**src/sv/key_offset_table_defines.svh**
```systemverilog
// Assertion macros shared by the key offset table RTL.
// Needs no other file; the macros expand to nothing when SYNTH is defined.
`ifndef KEY_OFFSET_TABLE_DEFINES_SVH
`define KEY_OFFSET_TABLE_DEFINES_SVH

`ifndef SYNTH
// Same-cycle implication, checked at every rising edge outside reset.
`define KOT_ASSERT_NOW(label, clk, rst_n, ante, cons) \
  label: assert property (@(posedge clk) disable iff (!rst_n) (ante) |-> (cons)) \
    else $error("key_offset_table assertion failed");
// Next-cycle implication, checked at every rising edge outside reset.
`define KOT_ASSERT_NEXT(label, clk, rst_n, ante, cons) \
  label: assert property (@(posedge clk) disable iff (!rst_n) (ante) |=> (cons)) \
    else $error("key_offset_table assertion failed");
`else
`define KOT_ASSERT_NOW(label, clk, rst_n, ante, cons)
`define KOT_ASSERT_NEXT(label, clk, rst_n, ante, cons)
`endif

`endif

```
**src/sv/kot_pkg.sv**
```systemverilog
// Shared types and codes for the key offset table.
// Depends on nothing; kot_store, kot_ctrl and key_offset_table import it.
package kot_pkg;

  localparam int KEY_W = 32;
  localparam int OFF_W = 32;

  // Request codes carried in req_type.
  localparam logic REQ_LOOKUP = 1'b0;
  localparam logic REQ_SET    = 1'b1;

  typedef struct packed {
    logic             req_type;
    logic [KEY_W-1:0] key;
    logic [OFF_W-1:0] new_offset;
  } kot_req_t;

  typedef struct packed {
    logic [OFF_W-1:0] offset_out;
    logic             hit;
    logic             table_full;
  } kot_res_t;

  // Memory strobes from the sequencer to the storage.
  typedef struct packed {
    logic key_rd;
    logic off_rd;
    logic key_wr;
    logic off_wr;
  } kot_mem_ctl_t;

endpackage

```
**src/sv/kot_if.sv**
```systemverilog
// Request and result channel interfaces for the key offset table.
// Depends on nothing but the field widths of the request and result items.
interface kot_in_if;
  logic        valid;
  logic        ready;
  logic        req_type;
  logic [31:0] key;
  logic [31:0] new_offset;

  modport source (output valid, output req_type, output key, output new_offset,
                  input ready);
  modport sink   (input valid, input req_type, input key, input new_offset,
                  output ready);
endinterface

interface kot_out_if;
  logic        valid;
  logic        ready;
  logic [31:0] offset_out;
  logic        hit;
  logic        table_full;

  modport source (output valid, output offset_out, output hit, output table_full,
                  input ready);
  modport sink   (input valid, input offset_out, input hit, input table_full,
                  output ready);
endinterface

```
**src/sv/kot_store.sv**
```systemverilog
// Key and offset memories of the key offset table, with registered read data.
// Depends on kot_pkg for the strobe struct.
module kot_store #(
  parameter int ENTRIES = 32,
  localparam int IDX_W = (ENTRIES > 1) ? $clog2(ENTRIES) : 1
) (
  input  logic                      clk,
  input  kot_pkg::kot_mem_ctl_t     ctl,
  input  logic [IDX_W-1:0]          addr,
  input  logic [kot_pkg::KEY_W-1:0] wr_key,
  input  logic [kot_pkg::OFF_W-1:0] wr_off,
  output logic [kot_pkg::KEY_W-1:0] key_rdata,
  output logic [kot_pkg::OFF_W-1:0] off_rdata
);
  import kot_pkg::*;

  logic [KEY_W-1:0] key_mem [ENTRIES];
  logic [OFF_W-1:0] off_mem [ENTRIES];

  always_ff @(posedge clk) begin
    if (ctl.key_wr) begin
      key_mem[addr] <= wr_key;
    end
    if (ctl.key_rd) begin
      key_rdata <= key_mem[addr];
    end
  end

  always_ff @(posedge clk) begin
    if (ctl.off_wr) begin
      off_mem[addr] <= wr_off;
    end
    if (ctl.off_rd) begin
      off_rdata <= off_mem[addr];
    end
  end

endmodule

```
**src/sv/kot_ctrl.sv**
```systemverilog
// Sequencer of the key offset table: scan, update or append, result register.
// Depends on kot_pkg, the channel interfaces and key_offset_table_defines.svh.
`include "key_offset_table_defines.svh"

module kot_ctrl #(
  parameter int ENTRIES = 32,
  localparam int IDX_W = (ENTRIES > 1) ? $clog2(ENTRIES) : 1,
  localparam int CNT_W = $clog2(ENTRIES + 1)
) (
  input  logic                      clk,
  input  logic                      rst_n,
  kot_in_if.sink                    in_ch,
  kot_out_if.source                 out_ch,
  output kot_pkg::kot_mem_ctl_t     mem_ctl,
  output logic [IDX_W-1:0]          mem_addr,
  output logic [kot_pkg::KEY_W-1:0] wr_key,
  output logic [kot_pkg::OFF_W-1:0] wr_off,
  input  logic [kot_pkg::KEY_W-1:0] key_rdata,
  input  logic [kot_pkg::OFF_W-1:0] off_rdata
);
  import kot_pkg::*;

  typedef enum logic [1:0] {
    ST_IDLE,
    ST_SCAN,
    ST_OFF_WAIT,
    ST_DONE
  } state_t;

  state_t           state_r, state_nxt;
  kot_req_t         req_r, req_nxt;
  logic [CNT_W-1:0] scan_idx_r, scan_idx_nxt;
  logic             cmp_vld_r, cmp_vld_nxt;
  logic [IDX_W-1:0] cmp_idx_r, cmp_idx_nxt;
  logic [CNT_W-1:0] fill_r, fill_nxt;
  kot_res_t         res_r, res_nxt;
  logic             out_vld_r, out_vld_nxt;
  kot_res_t         out_res_r, out_res_nxt;

  logic match;
  logic more;
  logic room;

  // The key registered by the last scan read is compared against the request key.
  assign match = cmp_vld_r && (key_rdata == req_r.key);
  assign more  = scan_idx_r < fill_r;
  assign room  = fill_r < CNT_W'(ENTRIES);

  assign wr_key = req_r.key;
  assign wr_off = req_r.new_offset;

  assign in_ch.ready       = (state_r == ST_IDLE);
  assign out_ch.valid      = out_vld_r;
  assign out_ch.offset_out = out_res_r.offset_out;
  assign out_ch.hit        = out_res_r.hit;
  assign out_ch.table_full = out_res_r.table_full;

  always_comb begin
    state_nxt    = state_r;
    req_nxt      = req_r;
    scan_idx_nxt = scan_idx_r;
    cmp_vld_nxt  = cmp_vld_r;
    cmp_idx_nxt  = cmp_idx_r;
    fill_nxt     = fill_r;
    res_nxt      = res_r;
    out_vld_nxt  = out_vld_r;
    out_res_nxt  = out_res_r;
    mem_ctl      = '0;
    mem_addr     = scan_idx_r[IDX_W-1:0];

    if (out_vld_r && out_ch.ready) begin
      out_vld_nxt = 1'b0;
    end

    case (state_r)
      ST_IDLE: begin
        if (in_ch.valid) begin
          req_nxt.req_type   = in_ch.req_type;
          req_nxt.key        = in_ch.key;
          req_nxt.new_offset = in_ch.new_offset;
          scan_idx_nxt       = '0;
          cmp_vld_nxt        = 1'b0;
          state_nxt          = ST_SCAN;
        end
      end
      ST_SCAN: begin
        if (match) begin
          mem_addr    = cmp_idx_r;
          cmp_vld_nxt = 1'b0;
          if (req_r.req_type == REQ_LOOKUP) begin
            mem_ctl.off_rd = 1'b1;
            state_nxt      = ST_OFF_WAIT;
          end else begin
            mem_ctl.off_wr = 1'b1;
            res_nxt        = '{offset_out: '0, hit: 1'b1, table_full: 1'b0};
            state_nxt      = ST_DONE;
          end
        end else if (more) begin
          mem_ctl.key_rd = 1'b1;
          cmp_idx_nxt    = scan_idx_r[IDX_W-1:0];
          cmp_vld_nxt    = 1'b1;
          scan_idx_nxt   = scan_idx_r + 1'b1;
        end else begin
          // No filled entry holds the key.
          cmp_vld_nxt = 1'b0;
          mem_addr    = fill_r[IDX_W-1:0];
          res_nxt     = '{offset_out: '0, hit: 1'b0, table_full: 1'b0};
          if (req_r.req_type == REQ_SET) begin
            if (room) begin
              mem_ctl.key_wr = 1'b1;
              mem_ctl.off_wr = 1'b1;
              fill_nxt       = fill_r + 1'b1;
            end else begin
              res_nxt.table_full = 1'b1;
            end
          end
          state_nxt = ST_DONE;
        end
      end
      ST_OFF_WAIT: begin
        res_nxt   = '{offset_out: off_rdata, hit: 1'b1, table_full: 1'b0};
        state_nxt = ST_DONE;
      end
      ST_DONE: begin
        if (!out_vld_r || out_ch.ready) begin
          out_vld_nxt = 1'b1;
          out_res_nxt = res_r;
          state_nxt   = ST_IDLE;
        end
      end
      default: begin
        state_nxt = ST_IDLE;
      end
    endcase
  end

  always_ff @(posedge clk) begin
    req_r       <= req_nxt;
    cmp_idx_r   <= cmp_idx_nxt;
    res_r       <= res_nxt;
    out_res_r   <= out_res_nxt;
    scan_idx_r  <= scan_idx_nxt;
    if (!rst_n) begin
      state_r   <= ST_IDLE;
      cmp_vld_r <= 1'b0;
      fill_r    <= '0;
      out_vld_r <= 1'b0;
    end else begin
      state_r   <= state_nxt;
      cmp_vld_r <= cmp_vld_nxt;
      fill_r    <= fill_nxt;
      out_vld_r <= out_vld_nxt;
    end
  end

  `KOT_ASSERT_NOW(a_fill_bound, clk, rst_n, 1'b1, fill_r <= CNT_W'(ENTRIES))
  `KOT_ASSERT_NEXT(a_fill_step, clk, rst_n, mem_ctl.key_wr, fill_r == CNT_W'($past(fill_r) + 1'b1))
  `KOT_ASSERT_NOW(a_append_is_set, clk, rst_n, mem_ctl.key_wr, req_r.req_type == REQ_SET && !match)
  `KOT_ASSERT_NOW(a_full_flag, clk, rst_n, out_vld_r && out_res_r.table_full, fill_r == CNT_W'(ENTRIES) && !out_res_r.hit)
  `KOT_ASSERT_NOW(a_scan_in_range, clk, rst_n, mem_ctl.key_rd, scan_idx_r < fill_r)

endmodule

```
**src/sv/key_offset_table.sv**
```systemverilog
// Top level of the key offset table: storage plus sequencer.
// Depends on kot_pkg, kot_if, kot_store and kot_ctrl.
//
//   channel  dir  handshake          payload
//   in_ch    in   valid / ready      req_type, key, new_offset
//   out_ch   out  valid / ready      offset_out, hit, table_full
//
// A miss scans every filled entry before its result stands in the output
// register: one entry is read per cycle and compared in the next cycle. A
// hit on an entry stops the scan early; a set then writes the new offset in
// place, while a lookup first reads the offset from the storage.
// Reset (rst_n low, synchronous) empties the table by clearing the fill count;
// the memories themselves are not cleared and need no sweep.
// The output register frees the input side: a new transaction is taken while
// a result still waits, and only the hand-over of the next result stalls.
module key_offset_table #(
  parameter int ENTRIES = 32
) (
  input  logic       clk,
  input  logic       rst_n,
  kot_in_if.sink     in_ch,
  kot_out_if.source  out_ch
);
  import kot_pkg::*;

  localparam int IDX_W = (ENTRIES > 1) ? $clog2(ENTRIES) : 1;

  // Strobes, shared address and data between the sequencer and the memories.
  // Only one of scan read, offset read or write happens in a cycle, so the
  // sequencer itself keeps accesses to one entry from overlapping.
  kot_mem_ctl_t     mem_ctl;
  logic [IDX_W-1:0] mem_addr;
  logic [KEY_W-1:0] wr_key;
  logic [OFF_W-1:0] wr_off;
  logic [KEY_W-1:0] key_rdata;
  logic [OFF_W-1:0] off_rdata;

  // The sequencer scans the filled entries in insertion order, then reads the
  // offset, updates it in place or appends a new pair at the fill count if there is room.
  kot_ctrl #(
    .ENTRIES (ENTRIES)
  ) u_ctrl (
    .clk       (clk),
    .rst_n     (rst_n),
    .in_ch     (in_ch),
    .out_ch    (out_ch),
    .mem_ctl   (mem_ctl),
    .mem_addr  (mem_addr),
    .wr_key    (wr_key),
    .wr_off    (wr_off),
    .key_rdata (key_rdata),
    .off_rdata (off_rdata)
  );

  // Key and offset memories with registered read data.
  kot_store #(
    .ENTRIES (ENTRIES)
  ) u_store (
    .clk       (clk),
    .ctl       (mem_ctl),
    .addr      (mem_addr),
    .wr_key    (wr_key),
    .wr_off    (wr_off),
    .key_rdata (key_rdata),
    .off_rdata (off_rdata)
  );

endmodule

```
**src/flat_wrapper.sv**
```systemverilog
// flat-port wrapper written by rule: the top's interface ports become plain ports
module key_offset_table_flat import kot_pkg::*;
#(
  parameter int ENTRIES = 32
)
  (clk, rst_n, in_ch_valid, in_ch_req_type, in_ch_key, in_ch_new_offset, in_ch_ready, out_ch_valid, out_ch_offset_out, out_ch_hit, out_ch_table_full, out_ch_ready);
  kot_in_if in_ch_i ();
  kot_out_if out_ch_i ();
  input  logic clk;
  input  logic rst_n;
  input wire logic [$bits(in_ch_i.valid)-1:0] in_ch_valid;
  input wire logic [$bits(in_ch_i.req_type)-1:0] in_ch_req_type;
  input wire logic [$bits(in_ch_i.key)-1:0] in_ch_key;
  input wire logic [$bits(in_ch_i.new_offset)-1:0] in_ch_new_offset;
  output wire logic [$bits(in_ch_i.ready)-1:0] in_ch_ready;
  output wire logic [$bits(out_ch_i.valid)-1:0] out_ch_valid;
  output wire logic [$bits(out_ch_i.offset_out)-1:0] out_ch_offset_out;
  output wire logic [$bits(out_ch_i.hit)-1:0] out_ch_hit;
  output wire logic [$bits(out_ch_i.table_full)-1:0] out_ch_table_full;
  input wire logic [$bits(out_ch_i.ready)-1:0] out_ch_ready;
  assign in_ch_i.valid = in_ch_valid;
  assign in_ch_i.req_type = in_ch_req_type;
  assign in_ch_i.key = in_ch_key;
  assign in_ch_i.new_offset = in_ch_new_offset;
  assign in_ch_ready = in_ch_i.ready;
  assign out_ch_valid = out_ch_i.valid;
  assign out_ch_offset_out = out_ch_i.offset_out;
  assign out_ch_hit = out_ch_i.hit;
  assign out_ch_table_full = out_ch_i.table_full;
  assign out_ch_i.ready = out_ch_ready;
  key_offset_table #(.ENTRIES(ENTRIES)) u_core (.clk(clk), .rst_n(rst_n), .in_ch(in_ch_i), .out_ch(out_ch_i));
endmodule
```
**config.mk**
```make
export PLATFORM = sky130hd
export DESIGN_NAME = key_offset_table_flat
export DESIGN_NICKNAME = d
export VERILOG_FILES = /design/src/sv/kot_pkg.sv /design/src/sv/kot_if.sv /design/src/sv/kot_store.sv /design/src/sv/kot_ctrl.sv /design/src/sv/key_offset_table.sv /design/src/flat_wrapper.sv
export VERILOG_INCLUDE_DIRS = /design/src /design/src/sv
export SDC_FILE = /design/constraint.sdc
export NUM_CORES = 2
export LEC_CHECK = 0
export BUFFER_PORTS_ARGS = -buffer_cell sky130_fd_sc_hd__clkbuf_2
export CELL_PAD_IN_SITES_DETAIL_PLACEMENT = 0
export CELL_PAD_IN_SITES_GLOBAL_PLACEMENT = 2
export CORE_MARGIN = 4
export CORE_UTILIZATION = 53
export CTS_CLUSTER_DIAMETER = 80
export DETAILED_ROUTE_END_ITERATION = 6
export PLACE_DENSITY = 0.95
export SLEW_MARGIN = 20
export SYNTH_ARGS = -nofsm -noshare
export SYNTH_HDL_FRONTEND = slang
export SYNTH_HIERARCHICAL = 1
export SYNTH_SLANG_ARGS = --single-unit
```
**constraint.sdc**
```tcl
create_clock -name clk -period 8.2 [get_ports clk]
set_clock_uncertainty 0.05 [all_clocks]
set_input_delay 0.82 -clock clk [delete_from_list [all_inputs] [get_ports clk]]
set_output_delay 0.82 -clock clk [all_outputs]
set_load 0.05 [all_outputs]
```
==> results.json <==
{
  "tightest_slew_ns": 1.22,
  "port_buffers": 104,
  "die_h_um": 412,
  "postCtsSetupBuffers": 0,
  "fin_area_mm2": 0.0968,
  "rsz0062_at_grt": "false",
  "power.density_mw_per_mm2": 372,
  "track_usage": 0.250,
  "drt-initial-drc-count": 6058,
  "clk-insertion-delay-late_ns": 0.85,
  "synth_ff_type": "edfxtp_1",
  "pin_count": 105,
  "drv_cap": 0,
  "syn_inst": 4619,
  "cts_buffers": 214,
  "crit_type": "flop to flop",
  "antenna_found_initial": 2,
  "yosys_warnings": 6,
  "crit_path_max_fanout": 100,
  "nFillCells": 11300,
  "grt_overflow": 0,
  "areaGrowthSynthToFinish_pct": 12.0,
  "synth_area_mm2": 0.0864,
  "multi_input_area_mm2": 0.0172,
  "ctsResizeCount": 0,
  "finalSetupTns_ns": 0,
  "grt_max_degree": 149,
  "start_util": 0.536,
  "wl_per_cell_um": 30.2,
  "seq_area_mm2": 0.0679,
  "final_antenna_net_count": 0,
  "slew_headroom": 0.189,
  "status": "complete, no violations",
  "drv_slew": 0,
  "vdd_drop_max_uv": 897,
  "die-area_mm2": 0.170,
  "drt-total-wl_um": 215000,
  "async_flop_share": 0,
  "synth.distinct_cells": 56,
  "drc": 0,
  "place_hpwl_um": 115000,
  "drive_gt1_frac": 0.134,
  "cp.arrival_ns": 7.50,
  "endpoint_kind": "flop",
  "tritoncts": "done",
  "dp_cells": 6712,
  "core_mm2": 0.161,
  "yosysSeqAreaShare": 0.786,
  "rows": 147,
  "grt_pass1_wl_um": 307000,
  "viasPerCell": 6.34,
  "vias": 45100,
  "nNetsFinal": 4852,
  "p_leak_nw": 32.4,
  "postPlaceCellArea_mm2": 0.0897,
  "clockBufferDepth": 3,
  "drtPass1Iterations": 5,
  "start_kind": "flop",
  "grt_pass1_vias": 44300,
  "hold_buffers": 0,
  "path_clk_slew_ns": 0.06,
  "htreeDepth": 4,
  "finalHoldViolations": 0,
  "synth_edf_count": 2256,
  "holdCritPathClass": "input pin to flop",
  "clock-root-buffer": "clkbuf_16",
  "fin_crit_sh": 0.854,
  "max_freq_mhz": 143,
  "syn-num-nets": 4699,
  "ys_ff_latch": 2266,
  "place_congestion": 0.818,
  "clock-sinks": 2266,
  "final-setup-viol-count": 0,
  "stdcell_count": 7110,
  "dieWidth_um": 412,
  "syn_avg_cell_area_um2": 18.7,
  "crit_required_ns": 8.70,
  "period_needed_ns": 7.00,
  "hold-worst-slack_ns": 0.0927
}
## power by group
group	internal, mW	switching (mW)
combinational	4.31	7.20
sequential	14.1	0.566
clock	5.60	4.25
total	24.0	12.0
## final timing paths
check | start | endpoint | slack [ns] | cells after the start
worst min-delay path | in_ch_key[3] | u_core/u_ctrl/wr_key[3] | 0.09 | 1
worst max-delay path | u_core/u_ctrl/wr_key[27] | u_core/u_store/off_rdata[15] | 1.20 | 13
worst max register to register | u_core/u_ctrl/wr_key[27] | u_core/u_store/off_rdata[15] | 1.20 | 13
worst min register to register | u_core/u_ctrl/res_r[6] | u_core/u_ctrl/out_ch.offset_out[4] | 0.36 | 0
## synth_stat cells, types with 6 or more instances
cell	count	share of area
edfxtp_1	2256	0.78
mux2i_1	1028	0.12
o22ai_1	490	0.035
buf_2	140	0.0081
nor4_1	138	0.010
nand2_1	91	0.0040
buf_4	85	0.0074
nor2_1	82	0.0036
clkbuf_1	54	0.0023
and2_1	35	0.0025
buf_6	28	0.0036
xor2_1	28	0.0028
o22ai_2	23	0.0033
nand3_1	13	0.00075
inv_1	12	0.00052
ha_1	11	0.0016
dfxtp_1	10	0.0023
a21oi_1	7	0.00041
xnor2_1	7	0.00071
nand4_1	6	0.00043
nand4bb_1	6	0.00078
## through the flow
stage,worst slack (ns),util,total power [mW]
after CTS,1.35,0.599,36.0
final,1.20,0.600,36.0
after floorplan,3.52,-,22.9
after detailed placement,1.36,0.556,26.2
after global placement,1.12,0.556,26.0
after global routing,0.976,0.600,37.2
## logic make-up after synthesis
group                    after synthesis  share of synthesized area
AND/OR/NAND/NOR                      409                     0.0255
adder cells (fa/ha/maj)               11                    0.00159
flip-flops                          2266                      0.786
AO/OA/AOI/OAI                        547                     0.0418
buffers and inverters                323                     0.0222
XOR/XNOR                              35                    0.00355
multiplexers                        1028                      0.119
## worst max-delay path, cell delays in order (launching register included)
cell and delay (ns):
edfxtp_1 1.05, xor2_1 0.34, nor4_1 0.44, nand4_1 0.23
nor4bb_4 0.60, buf_4 0.33, and3_1 0.20, a211o_4 0.62
buf_4 0.57, buf_12 0.54, mux2i_1 0.50, o22ai_1 0.16
nor4_1 0.80, nand2_1 0.14
## area by class of cell
cell class                      count  area share
Antenna cell                        2   0.0000517
Clock buffer                      266      0.0575
Clock inverter                    126      0.0150
Inverter                           12    0.000465
Multi-Input combinational cell   2030       0.178
Sequential cell                  2266       0.702
Tap cell                         2160      0.0279
Timing Repair Buffer              248      0.0191
## layer usage
metal | wire (um) | vias to the layer above | GRT usage
li1 | - | 18900 | -
met1 | 82600 | 23000 | 0.342
met5 | 13 | - | 0
met2 | 103000 | 2644 | 0.402
met3 | 21700 | 490 | 0.0506
met4 | 7790 | 2 | 0.0898
## flip-flops by register name (all words and copies together) (netlist names)
register,flops
u_core/u_ctrl/cmp_idx_r,5
u_core/u_ctrl/cmp_vld_r,1
u_core/u_ctrl/fill_r,6
u_core/u_ctrl/out_ch.hit,1
u_core/u_ctrl/out_ch.offset_out,32
u_core/u_ctrl/out_ch.table_full,1
u_core/u_ctrl/out_ch.valid,1
u_core/u_ctrl/req_r,1
u_core/u_ctrl/res_r,34
u_core/u_ctrl/scan_idx_r,6
u_core/u_ctrl/state_r,2
u_core/u_ctrl/wr_key,32
u_core/u_ctrl/wr_off,32
u_core/u_store/key_mem,1024
u_core/u_store/key_rdata,32
u_core/u_store/off_mem,1024
u_core/u_store/off_rdata,32
## placed cells by master (no fill, tap or decap), drive strengths merged, types with 2 or more instances in the layout
cell and n:
nand4bb 6, nand2b 2, a21boi 2, dfxtp 10, and2 35, nor4bb 2
mux2i 1028, or4 4, and3 5, o221a 2, o22ai 513, clkinvlp 3
or3b 2, edfxtp 2256, nor3 3, xor2 28, inv 26, bufinv 24
o21a 3, buf 144, a21oi 7, nand4b 4, nand3 13, a211o 5
a21o 2, clkinv 85, clkbuf 370, xnor2 7, nor4 138, nand4 7
nor2b 3, or4b 4, nor2 82, o31ai 3, nand3b 5, ha 11
diode 2, nand2 91
Note: power is estimated with default switching activity, not from simulation.
